[src/sv/abarq_pkg.sv]
// ----------------------------------------------------------------------------
// abarq_pkg
// Shared types and constants for the alternating-bit ARQ endpoint: queue
// sizing, mode and destination codes, descriptor layout and the command and
// status bundles between controller and datapath.
// ----------------------------------------------------------------------------
`default_nettype none

package abarq_pkg;

  // pending queue sizing
  localparam int QUEUE_DEPTH = 16;
  localparam int QPTR_W      = (QUEUE_DEPTH > 1) ? $clog2(QUEUE_DEPTH) : 1;
  localparam int QCNT_W      = $clog2(QUEUE_DEPTH + 1);

  // field widths
  localparam int MODE_W = 2;
  localparam int DEST_W = 2;
  localparam int TAG_W  = 16;
  localparam int SIZE_W = 12;

  // input item kinds
  localparam logic [MODE_W-1:0] MODE_APP_SEND = 2'd0;
  localparam logic [MODE_W-1:0] MODE_NET_RX   = 2'd1;
  localparam logic [MODE_W-1:0] MODE_TIMEOUT  = 2'd2;

  // result destinations
  localparam logic [DEST_W-1:0] DEST_NET    = 2'd0;
  localparam logic [DEST_W-1:0] DEST_APP    = 2'd1;
  localparam logic [DEST_W-1:0] DEST_REJECT = 2'd2;

  // result source select
  localparam int EMIT_W = 3;
  localparam logic [EMIT_W-1:0] EMIT_REJECT  = 3'd0;
  localparam logic [EMIT_W-1:0] EMIT_NEW     = 3'd1;
  localparam logic [EMIT_W-1:0] EMIT_DELIVER = 3'd2;
  localparam logic [EMIT_W-1:0] EMIT_ACK_NEW = 3'd3;
  localparam logic [EMIT_W-1:0] EMIT_ACK_DUP = 3'd4;
  localparam logic [EMIT_W-1:0] EMIT_QHEAD   = 3'd5;
  localparam logic [EMIT_W-1:0] EMIT_OUTST   = 3'd6;

  // packet descriptor as stored in the queue and outstanding slot
  typedef struct packed {
    logic [TAG_W-1:0]  tag;
    logic [SIZE_W-1:0] size;
    logic              seq;
    logic              ack;
  } desc_t;

  // controller to datapath
  typedef struct packed {
    logic              load_in;
    logic              emit;
    logic [EMIT_W-1:0] emit_sel;
    logic              emit_last;
    logic              toggle_send;
    logic              toggle_ack;
    logic              load_outst_new;
    logic              clear_outst;
    logic              push;
    logic              pop;
  } cmd_t;

  // datapath to controller
  typedef struct packed {
    logic [MODE_W-1:0] mode;
    logic              size_zero;
    logic              seq_new;
    logic              ack_match;
    logic              outst_valid;
    logic              queue_full;
    logic              queue_nonempty;
  } stat_t;

endpackage

`default_nettype wire

[src/sv/alternating_bit_arq_endpoint.sv]
// ----------------------------------------------------------------------------
// alternating_bit_arq_endpoint
// Stop-and-wait alternating-bit endpoint, sender and receiver in one block.
// ----------------------------------------------------------------------------
// An item is taken when start is high and busy is low; busy then stays high
// while the item is worked on. An application send, an ack, a duplicate or a
// timeout is decided in the EXEC state, then the block is idle again; new
// data also passes through S_SECOND, because it gives two results (delivery,
// then ack) and the result register shows one result per cycle. Results
// appear on out_* for exactly one cycle with out_valid high, in the cycle
// after they are decided, and out_last marks the final result of an item.
// The receiver cannot stall: every result is consumed in the cycle it is
// shown. Up to QUEUE_DEPTH sends wait in a RAM while a packet is
// outstanding; the queue head is read every cycle through the RAM's
// registered port, and the decision is made in the state after acceptance.
// ----------------------------------------------------------------------------
`default_nettype none

module alternating_bit_arq_endpoint (
  input  wire logic                         clk,
  input  wire logic                         rst_n,
  input  wire logic                         start,
  output logic                              busy,
  input  wire logic [abarq_pkg::MODE_W-1:0] in_mode,
  input  wire logic [abarq_pkg::TAG_W-1:0]  in_payload_tag,
  input  wire logic [abarq_pkg::SIZE_W-1:0] in_payload_size,
  input  wire logic                         in_pkt_seq,
  input  wire logic                         in_pkt_ack,
  output logic                              out_valid,
  output logic      [abarq_pkg::DEST_W-1:0] out_dest,
  output logic      [abarq_pkg::TAG_W-1:0]  out_tag,
  output logic      [abarq_pkg::SIZE_W-1:0] out_size,
  output logic                              out_seq,
  output logic                              out_ack,
  output logic                              out_last
);

  abarq_pkg::cmd_t  cmd;
  abarq_pkg::stat_t st;

  // sequencing
  abarq_ctrl u_ctrl (
    .clk   (clk),
    .rst_n (rst_n),
    .start (start),
    .st    (st),
    .busy  (busy),
    .cmd   (cmd)
  );

  // protocol state and result register
  abarq_dp u_dp (
    .clk             (clk),
    .rst_n           (rst_n),
    .cmd             (cmd),
    .st              (st),
    .in_mode         (in_mode),
    .in_payload_tag  (in_payload_tag),
    .in_payload_size (in_payload_size),
    .in_pkt_seq      (in_pkt_seq),
    .in_pkt_ack      (in_pkt_ack),
    .out_valid       (out_valid),
    .out_dest        (out_dest),
    .out_tag         (out_tag),
    .out_size        (out_size),
    .out_seq         (out_seq),
    .out_ack         (out_ack),
    .out_last        (out_last)
  );

endmodule

`default_nettype wire

[src/sv/abarq_ram.sv]
// ----------------------------------------------------------------------------
// abarq_ram
// Generic single-write, single-read RAM with registered read data.
// ----------------------------------------------------------------------------
`default_nettype none

module abarq_ram #(
  parameter int WIDTH = 8,
  parameter int DEPTH = 16,
  parameter int AW    = (DEPTH > 1) ? $clog2(DEPTH) : 1
) (
  input  wire logic             clk,
  input  wire logic             we,
  input  wire logic [AW-1:0]    waddr,
  input  wire logic [WIDTH-1:0] wdata,
  input  wire logic [AW-1:0]    raddr,
  output logic      [WIDTH-1:0] rdata
);

  logic [WIDTH-1:0] mem_r [DEPTH];
  logic [WIDTH-1:0] rdata_r;

  // write port
  always_ff @(posedge clk) begin
    if (we) begin
      mem_r[waddr] <= wdata;
    end
  end

  // registered read port
  always_ff @(posedge clk) begin
    rdata_r <= mem_r[raddr];
  end

  assign rdata = rdata_r;

endmodule

`default_nettype wire

[src/sv/abarq_ctrl.sv]
// ----------------------------------------------------------------------------
// abarq_ctrl
// Controller for the ARQ endpoint: takes an item, decides what it does from
// the datapath status and sequences up to two results.
// ----------------------------------------------------------------------------
`default_nettype none

module abarq_ctrl (
  input  wire logic           clk,
  input  wire logic           rst_n,
  input  wire logic           start,
  input  wire abarq_pkg::stat_t st,
  output logic                busy,
  output abarq_pkg::cmd_t     cmd
);

  localparam logic [1:0] S_IDLE   = 2'd0;
  localparam logic [1:0] S_EXEC   = 2'd1;
  localparam logic [1:0] S_SECOND = 2'd2;

  logic [1:0] state_r;
  logic [1:0] state_nxt;

  // state register
  always_ff @(posedge clk) begin
    if (!rst_n) begin
      state_r <= S_IDLE;
    end else begin
      state_r <= state_nxt;
    end
  end

  // next state and commands
  always_comb begin
    state_nxt = state_r;
    cmd       = '0;
    unique case (state_r)
      S_IDLE: begin
        if (start) begin
          cmd.load_in = 1'b1;
          state_nxt   = S_EXEC;
        end
      end
      S_EXEC: begin
        state_nxt = S_IDLE;
        unique case (st.mode)
          abarq_pkg::MODE_APP_SEND: begin
            if (st.queue_full) begin
              cmd.emit      = 1'b1;
              cmd.emit_sel  = abarq_pkg::EMIT_REJECT;
              cmd.emit_last = 1'b1;
            end else begin
              cmd.toggle_send = 1'b1;
              if (!st.outst_valid) begin
                cmd.load_outst_new = 1'b1;
                cmd.emit           = 1'b1;
                cmd.emit_sel       = abarq_pkg::EMIT_NEW;
                cmd.emit_last      = 1'b1;
              end else begin
                cmd.push = 1'b1;
              end
            end
          end
          abarq_pkg::MODE_NET_RX: begin
            if (!st.size_zero) begin
              if (st.seq_new) begin
                // deliver now, ack follows in the next cycle
                cmd.emit       = 1'b1;
                cmd.emit_sel   = abarq_pkg::EMIT_DELIVER;
                cmd.toggle_ack = 1'b1;
                state_nxt      = S_SECOND;
              end else begin
                cmd.emit      = 1'b1;
                cmd.emit_sel  = abarq_pkg::EMIT_ACK_DUP;
                cmd.emit_last = 1'b1;
              end
            end else if (st.outst_valid && st.ack_match) begin
              if (st.queue_nonempty) begin
                cmd.pop       = 1'b1;
                cmd.emit      = 1'b1;
                cmd.emit_sel  = abarq_pkg::EMIT_QHEAD;
                cmd.emit_last = 1'b1;
              end else begin
                cmd.clear_outst = 1'b1;
              end
            end
          end
          abarq_pkg::MODE_TIMEOUT: begin
            if (st.outst_valid) begin
              cmd.emit      = 1'b1;
              cmd.emit_sel  = abarq_pkg::EMIT_OUTST;
              cmd.emit_last = 1'b1;
            end
          end
          default: begin
          end
        endcase
      end
      S_SECOND: begin
        cmd.emit      = 1'b1;
        cmd.emit_sel  = abarq_pkg::EMIT_ACK_NEW;
        cmd.emit_last = 1'b1;
        state_nxt     = S_IDLE;
      end
      default: begin
        state_nxt = S_IDLE;
      end
    endcase
  end

  assign busy = (state_r != S_IDLE);

endmodule

`default_nettype wire

[src/sv/abarq_dp.sv]
// ----------------------------------------------------------------------------
// abarq_dp
// Datapath for the ARQ endpoint: item latch, send and ack bits, outstanding
// slot, pending queue with its pointers, and the result register.
// ----------------------------------------------------------------------------
`default_nettype none

module abarq_dp (
  input  wire logic                               clk,
  input  wire logic                               rst_n,
  input  wire abarq_pkg::cmd_t                    cmd,
  output abarq_pkg::stat_t                        st,
  input  wire logic [abarq_pkg::MODE_W-1:0]       in_mode,
  input  wire logic [abarq_pkg::TAG_W-1:0]        in_payload_tag,
  input  wire logic [abarq_pkg::SIZE_W-1:0]       in_payload_size,
  input  wire logic                               in_pkt_seq,
  input  wire logic                               in_pkt_ack,
  output logic                                    out_valid,
  output logic      [abarq_pkg::DEST_W-1:0]       out_dest,
  output logic      [abarq_pkg::TAG_W-1:0]        out_tag,
  output logic      [abarq_pkg::SIZE_W-1:0]       out_size,
  output logic                                    out_seq,
  output logic                                    out_ack,
  output logic                                    out_last
);

  localparam int QW = abarq_pkg::QPTR_W;
  localparam int CW = abarq_pkg::QCNT_W;

  // latched item
  logic [abarq_pkg::MODE_W-1:0] mode_r;
  logic [abarq_pkg::TAG_W-1:0]  tag_r;
  logic [abarq_pkg::SIZE_W-1:0] size_r;
  logic                         pseq_r;
  logic                         pack_r;

  // protocol state
  logic             send_bit_r;
  logic             recv_ack_r;
  logic             outst_valid_r;
  abarq_pkg::desc_t outst_r;
  logic [QW-1:0]    head_r;
  logic [QW-1:0]    tail_r;
  logic [CW-1:0]    count_r;

  // result register
  logic                         out_valid_r;
  logic [abarq_pkg::DEST_W-1:0] dest_r;
  logic                         last_r;
  abarq_pkg::desc_t             res_r;

  abarq_pkg::desc_t             new_desc;
  abarq_pkg::desc_t             qhead;
  abarq_pkg::desc_t             res_nxt;
  logic [abarq_pkg::DEST_W-1:0] dest_nxt;

  // item latch
  always_ff @(posedge clk) begin
    if (cmd.load_in) begin
      mode_r <= in_mode;
      tag_r  <= in_payload_tag;
      size_r <= in_payload_size;
      pseq_r <= in_pkt_seq;
      pack_r <= in_pkt_ack;
    end
  end

  // descriptor stamped with the toggled send bit and current ack bit
  assign new_desc = '{tag: tag_r, size: size_r, seq: ~send_bit_r, ack: recv_ack_r};

  // pending queue storage, read port follows the head
  abarq_ram #(
    .WIDTH ($bits(abarq_pkg::desc_t)),
    .DEPTH (abarq_pkg::QUEUE_DEPTH)
  ) u_queue (
    .clk   (clk),
    .we    (cmd.push),
    .waddr (tail_r),
    .wdata (new_desc),
    .raddr (head_r),
    .rdata (qhead)
  );

  // sequence bits, outstanding flag and queue pointers
  always_ff @(posedge clk) begin
    if (!rst_n) begin
      send_bit_r    <= 1'b0;
      recv_ack_r    <= 1'b0;
      outst_valid_r <= 1'b0;
      head_r        <= '0;
      tail_r        <= '0;
      count_r       <= '0;
    end else begin
      if (cmd.toggle_send) begin
        send_bit_r <= ~send_bit_r;
      end
      if (cmd.toggle_ack) begin
        recv_ack_r <= ~recv_ack_r;
      end
      if (cmd.load_outst_new || cmd.pop) begin
        outst_valid_r <= 1'b1;
      end else if (cmd.clear_outst) begin
        outst_valid_r <= 1'b0;
      end
      if (cmd.push) begin
        tail_r  <= (tail_r == QW'(abarq_pkg::QUEUE_DEPTH - 1)) ? '0 : tail_r + 1'b1;
        count_r <= count_r + 1'b1;
      end
      if (cmd.pop) begin
        head_r  <= (head_r == QW'(abarq_pkg::QUEUE_DEPTH - 1)) ? '0 : head_r + 1'b1;
        count_r <= count_r - 1'b1;
      end
    end
  end

  // outstanding packet slot
  always_ff @(posedge clk) begin
    if (cmd.load_outst_new) begin
      outst_r <= new_desc;
    end else if (cmd.pop) begin
      outst_r <= qhead;
    end
  end

  // result select
  always_comb begin
    dest_nxt = abarq_pkg::DEST_NET;
    res_nxt  = '0;
    case (cmd.emit_sel)
      abarq_pkg::EMIT_REJECT: begin
        dest_nxt = abarq_pkg::DEST_REJECT;
        res_nxt  = '{tag: tag_r, size: size_r, seq: 1'b0, ack: 1'b0};
      end
      abarq_pkg::EMIT_NEW:     res_nxt = new_desc;
      abarq_pkg::EMIT_DELIVER: begin
        dest_nxt = abarq_pkg::DEST_APP;
        res_nxt  = '{tag: tag_r, size: size_r, seq: 1'b0, ack: 1'b0};
      end
      abarq_pkg::EMIT_ACK_NEW: res_nxt.ack = pseq_r;
      abarq_pkg::EMIT_ACK_DUP: res_nxt.ack = recv_ack_r;
      abarq_pkg::EMIT_QHEAD:   res_nxt = qhead;
      abarq_pkg::EMIT_OUTST:   res_nxt = outst_r;
      default: begin
      end
    endcase
  end

  // result register, strobe for one cycle
  always_ff @(posedge clk) begin
    if (!rst_n) begin
      out_valid_r <= 1'b0;
    end else begin
      out_valid_r <= cmd.emit;
    end
  end

  always_ff @(posedge clk) begin
    if (cmd.emit) begin
      dest_r <= dest_nxt;
      res_r  <= res_nxt;
      last_r <= cmd.emit_last;
    end
  end

  assign out_valid = out_valid_r;
  assign out_dest  = dest_r;
  assign out_tag   = res_r.tag;
  assign out_size  = res_r.size;
  assign out_seq   = res_r.seq;
  assign out_ack   = res_r.ack;
  assign out_last  = last_r;

  // status to the controller
  assign st.mode           = mode_r;
  assign st.size_zero      = (size_r == '0);
  assign st.seq_new        = (pseq_r != recv_ack_r);
  assign st.ack_match      = (pack_r == outst_r.seq);
  assign st.outst_valid    = outst_valid_r;
  assign st.queue_full     = outst_valid_r && (count_r == CW'(abarq_pkg::QUEUE_DEPTH));
  assign st.queue_nonempty = (count_r != '0);

`ifndef SYNTH
  // queue never overfills
  a_count_range: assert property (@(posedge clk) disable iff (!rst_n)
    count_r <= CW'(abarq_pkg::QUEUE_DEPTH))
    else $error("queue count above depth");

  // items only wait while a packet is outstanding
  a_queue_needs_outst: assert property (@(posedge clk) disable iff (!rst_n)
    (count_r != '0) |-> outst_valid_r)
    else $error("queued items with nothing outstanding");

  // a pop takes one entry and keeps the slot valid
  a_pop_effect: assert property (@(posedge clk) disable iff (!rst_n)
    cmd.pop |-> ##1 (count_r == $past(count_r) - 1'b1) && outst_valid_r)
    else $error("pop did not advance queue");

  // a push never targets a full queue
  a_push_room: assert property (@(posedge clk) disable iff (!rst_n)
    cmd.push |-> (count_r != CW'(abarq_pkg::QUEUE_DEPTH)))
    else $error("push into full queue");
`endif

endmodule

`default_nettype wire

[config.mk]
export PLATFORM = sky130hd
export DESIGN_NAME = alternating_bit_arq_endpoint
export DESIGN_NICKNAME = d
export VERILOG_FILES = /design/src/sv/abarq_pkg.sv /design/src/sv/alternating_bit_arq_endpoint.sv /design/src/sv/abarq_ram.sv /design/src/sv/abarq_ctrl.sv /design/src/sv/abarq_dp.sv
export SDC_FILE = /design/constraint.sdc
export NUM_CORES = 1
export LEC_CHECK = 0
export ABC_AREA = 1
export BUFFER_PORTS_ARGS = -buffer_cell sky130_fd_sc_hd__buf_2
export CAP_MARGIN = 25
export CORE_MARGIN = 4
export CORE_UTILIZATION = 24
export DETAILED_ROUTE_END_ITERATION = 8
export PLACE_DENSITY = 0.36
export SKIP_LAST_GASP = 1
export SLEW_MARGIN = 20
export SYNTH_ARGS = -nofsm -noshare
export SYNTH_HDL_FRONTEND = slang
export SYNTH_HIERARCHICAL = 1
export SYNTH_SLANG_ARGS = --single-unit
[constraint.sdc]
create_clock -name clk -period 3.6 [get_ports clk]
set_clock_uncertainty 0.05 [all_clocks]
set_input_delay 0.36 -clock clk [delete_from_list [all_inputs] [get_ports clk]]
set_output_delay 0.36 -clock clk [all_outputs]
set_load 0.03 [all_outputs]
After elaboration in Yosys (flattened, before gate mapping)
Memories as Yosys holds them, arrays and structs flattened. A register that Yosys moved wholly into a read port is not among the register bits.
Index checks and enable logic that the tools add are counted.
{"block": "word_totals", "input_bits": 35, "register_bits": 114, "ram_bits": 480, "out_inout_bits": 35, "memories": 1, "word_cells": 110}
{"block": "classes", "bitwise": 2, "reduce_logical": 14, "eq_ne": 16, "n_mux": 50, "addsub": 4}
{"name": "u_dp.u_queue.mem_r", "depth": 16, "word_bits": 30, "rd": 1, "rd_clocked_by_memory_dff": 1, "write_ports": 1, "line_no": "abarq_ram.sv:20", "text": "logic [WIDTH-1:0] mem_r [DEPTH];"}
{"operator": "29-bit case mux with 4 select lines", "n": 1}
{"operator": "30-bit two-way mux", "n": 2}
{"operator": "5-bit two-way mux", "n": 8}
{"operator": "1-bit two-way mux", "n": 26}
{"operator": "5-bit case mux with 3 select lines", "n": 1}
{"operator": "12-bit zero test", "n": 1}
{"operator": "5-bit case mux with 2 select lines", "n": 1}
{"operator": "3-bit equality test (second input constant)", "n": 3}
{"operator": "4-bit by 1-bit adder with 4-bit output (second input constant)", "n": 2}
{"operator": "4-bit equality test (second input constant)", "n": 2}
{"operator": "2-bit two-way mux", "n": 4}
{"operator": "4-bit two-way mux", "n": 2}
{"operator": "2-bit case mux with 2 select lines", "n": 2}
{"operator": "2-bit nonzero test", "n": 4}
{"operator": "3-bit by 2-bit equality test with 1-bit output (second input constant)", "n": 2}
{"operator": "6-bit two-way mux", "n": 1}
{"operator": "5-bit by 1-bit adder with 5-bit output (second input constant)", "n": 1}
{"operator": "5-bit equality test (second input constant)", "n": 1}
{"operator": "5-bit nonzero test", "n": 1}
{"operator": "5-bit by 1-bit subtractor with 5-bit output (second input constant)", "n": 1}
{"operator": "2-bit by 1-bit equality test with 1-bit output (second input constant)", "n": 2}
{"operator": "2-bit equality test (second input constant)", "n": 2}
{"operator": "2-bit zero test", "n": 2}
{"operator": "1-bit case mux with 4 select lines", "n": 1}
{"operator": "10 further kinds", "n": 13}

Longest topological paths before layout
Gate-level depths: netlist (run 1).
{"block": "logic_depth", "ltp_word": 9, "mapped_depth": 16, "ltp_nobuf": 15}

Hierarchy
The synthesis (run 1) kept the hierarchy.
{"module": "abarq_ram", "instances": 1, "area_each_um2": 21299.2, "cells_per_inst": 1989}
{"module": "abarq_dp", "instances": 1, "area_each_um2": 4853.4, "cells_per_inst": 433}
{"module": "abarq_ctrl", "instances": 1, "area_each_um2": 364.1, "cells_per_inst": 71}

Worst setup path before layout (run 1)
No wires, ideal clock.
{"block": "synth_timing", "path_type": "register to register", "startpoint": "register u_ctrl.state_r[1]", "endpoint": "memory u_dp/u_queue/mem_r[12][0] (netlist name) (enable)", "setup_ns": 0.417, "stages_incl_launch_ff": 7, "required_ns": 3.133, "arrival_ns": 2.505, "synth_period_minus_slack_ns": 2.972, "setup_slack_ns": 0.628, "cell_sequence": "dfxtp_1 -> inv_1 -> ha_1 -> inv_1 -> nor3_1 -> nand3_1 -> nor2_1"}
{"item": "start: declaration", "line_no": "abarq_ctrl.sv:21", "text": "logic [1:0] state_r;"}
{"item": "start signal: assignment", "line_no": "abarq_ctrl.sv:29", "text": "state_r <= state_nxt;"}
{"item": "end: declaration", "line_no": "abarq_ram.sv:20"}

==> results.toml, run 1 <==
[outcome]
outcome = "complete, no violations"

[global_routing]
grtUsageTotal = 0.137
overflow = 0
grt_pass1_wl_um = 117000
antenna_found_initial = 1
grt_pass1_vias = 17200
grt_max_degree = 159

[placed_design]
portBuffers = 69
hpwlAfterDp_um = 46000
place.gp.congestion = 0.742
post_dp_cell_area_um2 = 28800
post-place-ws_ns = 0.604

[cells_and_area]
area_growth_pct = 18.9
layout-drive-gt1-share = 0.110
fin_nets = 2669
n_antenna_cell = 0
nFillCells = 11400
final_area_um2 = 31500

[logic_synthesis]
avgSynthCellArea_um2 = 10.6
yosysTopAreaCell = "edfxtp_1"
synth_area_um2 = 26500
seq_area_frac_synth = 0.688
synth.area.top_cells = "edfxtp_1, nand2_1, nand3_1"
synth-seq-cells = 624
ys_top_cells_by_count = "nand2_1, edfxtp_1, inv_1"
syn-num-nets = 2537
synth-edff-count = 575
synth_top_area_frac = 0.651
synth_cell_types = 33
synth_most_common_cell = "nand2_1"
syn_inst = 2493
yosys_warnings = 6
async_flop_share = 0
synth_flop_cell = "edfxtp_1"

[cts]
cts_buffer_depth = 3
cts_setup_buffers = 0
root_buffer = "clkbuf_16"
clk_pin_slew_worst_paths_ns = 0.06
numCtsBuffers = 76
htree_levels = 3
ctsResizeCount = 0
cts_tree = "done"
numClockSinks = 624
clk_latency_ns = 0.62

[detailed_routing]
drc = 0
vias_per_cell = 4.16
via_count = 17300
initialDrtViolationCount = 1029
drt_first_pass_iters = 5
antenna_left = 0
drt_wl_total_um = 80100
wl_per_cell_um = 19.3

[timing]
tightest_slew_ns = 0.967
holdWs_ns = 0.0406
period_minus_slack_ns = 2.89
hold_viol = 0
setup_ws_ns = 0.707
relSlewSlack = 0.353
fin_setup_tns_ns = 0
min_period_over_period = 0.804
rsz0062_at_grt = "no"
setup_violations = 0
max_freq_mhz = 346
slew_viol_final = 0

[critical_path]
timing.rr.start = "u_dp/size_r[6]"
cp-end-kind = "register"
startpoint_type = "register"
worst-setup-path-type = "register to register"
worst-r2r-setup-slack_ns = 0.71
cp_max_fo = 20
crit_arrival_ns = 3.18
crit_start = "u_dp/size_r[6]"
crit_required_ns = 3.89

[floorplan]
rows = 121
io-pin-count = 70
die_area_um2 = 116000
coreArea_um2 = 109000
die_y_um = 340
initial_core_util = 0.243
die_w_um = 340

[worst_hold_path]
hold_path.class = "input pin to register"
hp-start = "in_payload_size[8]"

[power_and_ir_drop]
power_density_nw_per_um2 = 505
finalPower_w = 0.0159
vdd_drop_max_uv = 351
p_leak_nw = 12.8

[flow_run]
cap_viol_max_count = 0
[sequential cells by signal, summed over array words and instances, names as in the netlist, 2 cells and up]
register / flops
u_dp/tail_r: 4
u_dp/head_r: 4
u_dp/u_queue/rdata: 30
u_dp/u_queue/mem_r: 480
u_dp/tag_r: 16
u_dp/out_tag: 16
u_dp/out_size: 12
u_dp/mode_r: 2
u_ctrl/state_r: 2
u_dp/size_r: 12
u_dp/count_r: 5
u_dp/out_dest: 2
u_dp/outst_r: 30
[where the power goes]
| part | switching [W] | internal (W) |
|---|---|---|
| clock | 0.00296 | 0.00452 |
| combinational | 0.000216 | 0.000102 |
| sequential | 0.000116 | 0.00801 |
[metal layers]
| layer | GRT usage | wire length [um] |
|---|---|---|
| met1 | 0.174 | 35800 |
| met5 | 0 | 0 |
| met2 | 0.239 | 39800 |
| met3 | 0.0193 | 2220 |
| met4 | 0.0423 | 2320 |
[cell families after synthesis]
group                    Yosys count  synth area share
adder cells (fa/ha/maj)            9           0.00453
XOR/XNOR                           5           0.00165
AND/OR/NAND/NOR                 1224             0.194
AO/OA/AOI/OAI                     79            0.0214
buffers and inverters            552            0.0902
flip-flops                       624             0.688
[through the flow]
step | utilization | cells
after floorplan | - | 2493
after global placement | 0.263 | 3990
after detailed placement | 0.263 | 3991
after CTS | 0.288 | 4155
after global routing | 0.288 | 4155
final | 0.288 | 4155
[path summary, 6_finish.rpt]
check,to,cells past startpoint
setup / recovery,u_dp/out_size[11],14
hold / removal,u_dp/size_r[8],1
setup reg to reg,u_dp/out_size[11],14
hold reg to reg,u_dp/count_r[0],1
[layout by cell type (no fill, tap or decap), types with 3 or more instances in the layout]
| master | Yosys | routed |
|---|---|---|
| nor3_1 | 4 | 4 |
| buf_12 | 0 | 14 |
| clkbuf_1 | 20 | 24 |
| buf_4 | 11 | 53 |
| clkbuf_8 | 0 | 8 |
| nand3_1 | 382 | 382 |
| dfxtp_1 | 49 | 45 |
| clkinv_1 | 1 | 6 |
| ha_1 | 8 | 8 |
| nand4_1 | 5 | 5 |
| nor2_1 | 44 | 28 |
| inv_1 | 434 | 431 |
| clkbuf_16 | 0 | 77 |
| clkinv_2 | 0 | 8 |
| a21oi_1 | 15 | 15 |
| nand3b_1 | 4 | 4 |
| or2_2 | 3 | 3 |
| o21ai_0 | 36 | 36 |
| edfxtp_1 | 575 | 575 |
| buf_2 | 46 | 69 |
| xnor2_1 | 3 | 3 |
| nand2_1 | 773 | 772 |
| inv_6 | 0 | 3 |
| o211ai_1 | 7 | 7 |
| nor2_4 | 2 | 18 |
| o211ai_2 | 20 | 20 |
| nand2_2 | 3 | 4 |
| dlygate4sd3_1 | 0 | 32 |
| bufinv_16 | 0 | 6 |
| inv_2 | 0 | 3 |
[final cells by class]
| type | count | area, um^2 | share of cell area |
|---|---|---|---|
| Clock inverter | 23 | 275 | 0.00873 |
| Clock buffer | 109 | 2130 | 0.0675 |
| Multi-Input combinational cell | 1317 | 6000 | 0.190 |
| Tap cell | 1476 | 1850 | 0.0586 |
| Sequential cell | 624 | 18300 | 0.579 |
| Inverter | 437 | 1650 | 0.0524 |
| Timing Repair Buffer | 169 | 1360 | 0.0431 |
[critical path: stages, from the launching register on]
cell	delay, ns
edfxtp_1	0.69
nor4_1	0.45
buf_4	0.20
nand2_1	0.08
inv_1	0.07
nand3_1	0.07
nand2_1	0.07
nand2_1	0.06
nand2_1	0.14
inv_1	0.07
nand3_1	0.07
inv_1	0.21
buf_8	0.25
nand2_1	0.07
o211ai_1	0.08
[repair_timing]
action | in CTS | in global routing
hold endpoints to repair | 32 | 0
setup endpoints to repair | 0 | 0
hold buffers | 32 | 0
(Power assumes the default switching activity.)
==> run 2, diff against run 1 <==
--- a/config.mk
+++ b/config.mk
@@ -5,13 +5,13 @@
 export SDC_FILE = /design/constraint.sdc
 export NUM_CORES = 1
 export LEC_CHECK = 0
-export ABC_AREA = 1
+export ABC_AREA = 0
 export BUFFER_PORTS_ARGS = -buffer_cell sky130_fd_sc_hd__buf_2
 export CAP_MARGIN = 25
 export CORE_MARGIN = 4
 export CORE_UTILIZATION = 24
 export DETAILED_ROUTE_END_ITERATION = 8
-export PLACE_DENSITY = 0.36
+export PLACE_DENSITY = 0.37
 export SKIP_LAST_GASP = 1
 export SLEW_MARGIN = 20
 export SYNTH_ARGS = -nofsm -noshare
==> constraint.sdc (replaced) <==
create_clock -name clk -period 2.65 [get_ports clk]
set_clock_uncertainty 0.05 [all_clocks]
set_input_delay 0.265 -clock clk [delete_from_list [all_inputs] [get_ports clk]]
set_output_delay 0.265 -clock clk [all_outputs]
set_load 0.03 [all_outputs]
==> run 2 against run 1 <==
  * Combinational power is 47% higher
  * Area after synthesis is 8.7% lower
  * Maximum frequency is 9.6% higher
  * Setup slack worse by 0.70 ns
  * Cell count is 32% lower
  * Highest routed layer is now met5
  * Critical endpoint is now u_dp/out_size[9]
  * Largest power group unchanged
  * Routed wire length is 8.1% lower
  * Sequential cell count stayed put
  * Utilization is 1.8 points higher
==> results.toml, run 2 <==
[cells_and_area]
top_register = "u_dp/u_queue/mem_r"
area_growth_pct = 26.6
final_area_um2 = 30600
largest_register_ffs = 480
mostFrequentLayoutCells = "edfxtp_1, buf_4, clkbuf_16"
mostFrequentLayoutCell = "edfxtp_1"
nFillCells = 9788
fin_nets = 1518
layout-drive-gt1-share = 0.329

[logic_synthesis]
yosys_warnings = 6
ys_top_cells_by_count = "edfxtp_1, mux4_2, a21oi_1"
synth.area.top_cells = "edfxtp_1, mux4_2, mux4_1"
synth_top_area_frac = 0.713
synth_cell_types = 61
syn_inst = 1207
async_flop_share = 0
synth_flop_cell = "edfxtp_1"
synth_area_um2 = 24200
yosysTopAreaCell = "edfxtp_1"
avgSynthCellArea_um2 = 20.1
seq_area_frac_synth = 0.754
synth-edff-count = 575
syn-num-nets = 1251
synth-seq-cells = 624
synth_most_common_cell = "edfxtp_1"

[power_and_ir_drop]
comb_power_share = 0.022
p_seq_frac = 0.511
switching_power_w = 0.00450
p_leak_nw = 9.83
power_density_nw_per_um2 = 698
vdd_drop_max_uv = 403
p_int_w = 0.0169
clkPwrFrac = 0.467
switching_share = 0.211

[timing]
hold_viol = 0
slew_viol_final = 0
min_period_over_period = 0.996
tightest_slew_ns = 0.677
max_freq_mhz = 379
setup_ws_ns = 0.0108
setup_violations = 0
relSlewSlack = 0.548
period_minus_slack_ns = 2.64
rsz0062_at_grt = "yes"

[critical_path]
worst-setup-path-type = "register to register"
path_buf_inv = 4
crit_start = "u_dp/size_r[7]"
cp-end-kind = "register"
cp_max_fo = 8
path_common_cell = "buf_6"
startpoint_type = "register"
path_cells = "nor4_2 > buf_4 > and3_4 > nand2b_4 > o2111ai_4 > a21oi_4 > buf_6 > buf_6 > and2_4 > clkbuf_16 > a21oi_2 > o22ai_1"
slowest_delay_ns = 0.41
cp_top_family = "simple AND/OR/NAND/NOR gates"
crit_slowest_cell = "edfxtp_1"
crit_required_ns = 3.06
crit_arrival_ns = 3.04
timing.rr.start = "u_dp/size_r[7]"

[placed_design]
portBuffers = 69
hpwlAfterDp_um = 41700
post_dp_cell_area_um2 = 27200
post-place-ws_ns = -0.282
place.gp.congestion = 0.730

[detailed_routing]
wl_per_cell_um = 26.0
initialDrtViolationCount = 973
via_count = 12900
vias_per_cell = 4.54
drt_first_pass_iters = 4
drc = 0
antenna_left = 0
drt_wl_total_um = 73600

[cts]
cts_buffer_depth = 3
clk_latency_ns = 0.63
root_buffer = "clkbuf_16"
numClockSinks = 624
htree_levels = 3
clk_pin_slew_worst_paths_ns = 0.06
cts_tree = "done"
numCtsBuffers = 75

[global_routing]
grt_max_degree = 46
overflow = 0
grt_pass1_wl_um = 102000
antenna_found_initial = 7
grtUsageTotal = 0.134
grt_pass1_vias = 13300

[worst_hold_path]
hp-start = "in_payload_tag[9]"
hold_path.class = "input pin to register"

[flow_run]
cap_viol_max_count = 0

[floorplan]
coreArea_um2 = 100000
io-pin-count = 70
initial_core_util = 0.242
die_area_um2 = 106000
die_y_um = 326
die_w_um = 326
rows = 116

[outcome]
outcome = "complete, no violations"
[run 2: cell types whose count changed after synthesis, sizes merged, moves of 8 or more]
cell,delta
a21oi,+50
o21ai,-31
buf,-55
a22oi,+61
inv,-424
nor2b,+30
mux2,+30
nor2,-21
nand2,-731
o211ai,-26
o22ai,+31
mux4,+120
and2,+8
nand3,-376
[run 2: timing repair]
item	CTS	global route
pin swaps	5	23
hold endpoints to repair	39	0
setup buffers	8	10
setup endpoints to repair	80	164
gates cloned	2	7
hold buffers	35	0
gates resized for setup	17	59
[run 2: stage by stage]
stage	TNS, ns	utilization	total power [W]	hold slack (ns)	cells
after global placement	-4.55	0.272	0.0115	0.393	2634
after CTS	-0.640	0.301	0.0217	0.258	2817
after floorplan	-114.04	-	0.0113	0.314	1207
after detailed placement	-9.11	0.272	0.0116	0.393	2634
after global routing	-2.85	0.306	0.0222	0.278	2833
final	0	0.306	0.0214	0.300	2834
[run 2: final cells by class]
cell class	count	area, um^2	share of cell area
Timing Repair Buffer	253	2420	0.0791
Sequential cell	624	18300	0.596
Inverter	12	47.5	0.00155
Clock inverter	38	354	0.0116
Antenna cell	1	2.50	0.0000817
Multi-Input combinational cell	508	5910	0.193
Clock buffer	100	2020	0.0659
Tap cell	1298	1620	0.0530
[run 2: cells by family after synthesis]
| family | after synthesis | synth area share |
|---|---|---|
| simple gates | 159 | 0.0351 |
| fa+ha+maj | 9 | 0.00496 |
| mux | 153 | 0.135 |
| compound gates | 179 | 0.0473 |
| flops | 624 | 0.754 |
| buf+inv | 75 | 0.0208 |
| xor+xnor | 8 | 0.00289 |
[run 2: final timing paths]
path                                         end  slack [ns]  depth (start not counted)
worst max register to register  u_dp/out_size[9]        0.01                         12
worst max-delay path            u_dp/out_size[9]        0.01                         12
worst min register to register   u_dp/outst_r[3]        0.51                          1
worst min-delay path               u_dp/tag_r[9]        0.30                          2
[run 2: power groups by stage]
stage / Sequential, W / Clock (W) / Combinational [W]
2_1_floorplan: 0.0111 / 0 / 0.000156
3_3_place_gp: 0.0111 / 0 / 0.000395
3_5_place_dp: 0.0112 / 0 / 0.000403
4_1_cts: 0.0109 / 0.0103 / 0.000457
5_1_grt: 0.0110 / 0.0107 / 0.000512
6_report: 0.0109 / 0.00999 / 0.000469
[run 2: per-layer routing]
layer | track usage | wire [um]
met5 | 0 | 14
met4 | 0.0280 | 1200
met1 | 0.191 | 34900
met3 | 0.0240 | 3050
met2 | 0.213 | 34400
==> run 3, diff against run 2 <==
--- a/config.mk
+++ b/config.mk
@@ -11,7 +11,7 @@
 export CORE_MARGIN = 4
 export CORE_UTILIZATION = 24
 export DETAILED_ROUTE_END_ITERATION = 8
-export PLACE_DENSITY = 0.37
+export PLACE_DENSITY = 0.36
 export SKIP_LAST_GASP = 1
 export SLEW_MARGIN = 20
 export SYNTH_ARGS = -nofsm -noshare
==> constraint.sdc (replaced) <==
create_clock -name clk -period 3.06 [get_ports clk]
set_clock_uncertainty 0.05 [all_clocks]
set_input_delay 0.306 -clock clk [delete_from_list [all_inputs] [get_ports clk]]
set_output_delay 0.306 -clock clk [all_outputs]
set_load 0.03 [all_outputs]
==> run 3 against run 2 <==
  * Hold slack got worse by 0.25 ns
  * Utilization is 0.78 points lower
  * Die area unchanged
  * Clock power is 13% lower
  * Count of clock-buffer cells in the layout rose by 5
  * Routed wire length fell by 4.4%
  * Largest cell class unchanged
  * Maximum frequency shrank 6.9%
  * Register-to-register slack improved by 0.22 ns
  * Sequential power down 13%
  * Critical path depth is 2 lower
  * Setup slack improved by 0.22 ns
==> results.toml, run 3 (synthesized netlist as in run 2, its figures left out) <==
[outcome]
outcome = "complete, no violations"

[power_and_ir_drop]
vdd_drop_max_uv = 344
p_leak_nw = 9.47
comb_power_share = 0.020
power_density_nw_per_um2 = 621
clkPwrFrac = 0.469
p_int_w = 0.0147
switching_power_w = 0.00385
p_seq_frac = 0.511
finalPower_w = 0.0185
switching_share = 0.208

[placed_design]
place.gp.congestion = 0.716
portBuffers = 69
post-place-ws_ns = 0.0606
hpwlAfterDp_um = 40600

[floorplan]
rows = 116
die_y_um = 326
die_area_um2 = 106000
io-pin-count = 70
die_w_um = 326
coreArea_um2 = 100000
initial_core_util = 0.242

[worst_hold_path]
hold_path_depth = 2
hold_path.class = "input pin to register"
hold-path-endpoint = "u_dp/outst_valid_r"
hp-start = "rst_n"

[timing]
hold_viol = 0
setup_ws_ns = 0.226
rsz0062_at_grt = "no"
slew_viol_final = 0
relSlewSlack = 0.374
period_minus_slack_ns = 2.83
tightest_slew_ns = 0.936
min_period_over_period = 0.926
max_freq_mhz = 353
setup_violations = 0

[detailed_routing]
initialDrtViolationCount = 871
top_layer = "met4"
drc = 0
dr_wl_met3_um = 2560
routed-wl-met2_um = 34800
antenna_left = 0
drt_first_pass_iters = 4
via_count = 12500
drt_wl_total_um = 70400
vias_per_cell = 4.51
wl_per_cell_um = 25.4
wl_met1_um = 31700

[cts]
numClockSinks = 624
cts_buffer_depth = 3
clk_pin_slew_worst_paths_ns = 0.06
numCtsBuffers = 74
htree_levels = 3
clk_latency_ns = 0.63
root_buffer = "clkbuf_16"
cts_tree = "done"

[cells_and_area]
fin_nets = 1461
layout-drive-gt1-share = 0.278
area_growth_pct = 23.4
top_register = "u_dp/u_queue/mem_r"
nFillCells = 9832
finalCoreUtilization = 0.298
largest_register_ffs = 480
n_antenna_cell = 0
mostFrequentLayoutCell = "edfxtp_1"
regArea_um2 = 18300
multiInputGateArea_um2 = 5680
mostFrequentLayoutCells = "edfxtp_1, clkbuf_16, buf_2"

[critical_path]
crit_required_ns = 3.41
crit_arrival_ns = 3.19
reg2reg_to = "u_dp/out_size[9]"
worst-r2r-setup-slack_ns = 0.23
cp_max_fo = 14
timing.rr.start = "u_dp/size_r[4]"
cp-end-kind = "register"
worst-setup-path-type = "register to register"
rr_worst_depth = 10
startpoint_type = "register"

[global_routing]
grt_pass1_vias = 13000
grt_pass1_wl_um = 99800
overflow = 0
antenna_found_initial = 2
grt_max_degree = 65
grtUsageTotal = 0.132

[flow_run]
cap_viol_max_count = 0
## run 3: cell types whose count changed in the layout (fill, tap and decap cells not counted), sizes merged
| cell | before | now |
|---|---|---|
| buf | 212 | 164 |
| clkbuf | 106 | 105 |
| clkinv | 27 | 24 |
| clkinvlp | 2 | 1 |
| diode | 1 | 0 |
| dlygate4sd3 | 35 | 33 |
| inv | 16 | 13 |
## run 3: routing by layer
metal,up-vias,global-route usage
li1,5445,-
met1,6721,0.177
met2,269,0.222
met3,94,0.0224
met4,0,0.0310
met5,-,0
## run 3: cell type report
cell class              count  share of cell area
flip-flops and latches    624               0.611
clock buffers             105              0.0693
repair buffers            197              0.0612
inverters                  12             0.00159
clock inverters            31              0.0122
multi-input cells         508               0.190
well taps                1298              0.0544
## run 3: per-stage QoR
step	hold WS (ns)	TNS (ns)	instances	cell area [um^2]
final	0.0494	0	2775	29900
after global routing	0.0179	0	2775	29900
after CTS	0.00705	0	2771	29800
after detailed placement	0.432	0	2602	27000
after global placement	0.417	0	2602	27000
after floorplan	0.355	-33.65	1207	24200
## run 3: worst max-delay path by stage
stage	from	endpoint	depth (start not counted)
2_1_floorplan	u_dp/count_r[0]	u_dp/u_queue/mem_r[1][0]	6
4_1_cts	u_dp/size_r[10]	u_dp/out_ack	9
3_5_place_dp	u_dp/size_r[10]	u_dp/out_ack	9
6_report	u_dp/size_r[4]	u_dp/out_size[9]	10
3_3_place_gp	u_dp/size_r[10]	u_dp/out_ack	9
5_1_grt	u_dp/size_r[4]	u_dp/out_ack	10
## run 3: repair_timing
action / CTS / global route
hold buffers: 33 / 0
endpoints found under the setup margin: 0 / 23
resized for setup: 0 / 5
hold endpoints to repair: 34 / 0
buffers inserted: 0 / 4
## run 3: critical path: stages, from the launching register on
cell       delay [ns]
edfxtp_1         0.51
nor4_2           0.25
buf_4            0.17
and3_1           0.20
nand2b_2         0.18
o2111ai_2        0.17
a21oi_4          0.23
and2_2           0.23
buf_4            0.26
a21oi_1          0.10
o22ai_1          0.25
## run 3: power by group through the flow
stage | combinational (W) | clock [W] | sequential (W)
detailed placement | 0.000335 | 0 | 0.00966
floorplan | 0.000134 | 0 | 0.00965
CTS | 0.000372 | 0.00899 | 0.00948
finish | 0.000370 | 0.00870 | 0.00947
global placement | 0.000331 | 0 | 0.00965
global route | 0.000406 | 0.00939 | 0.00948
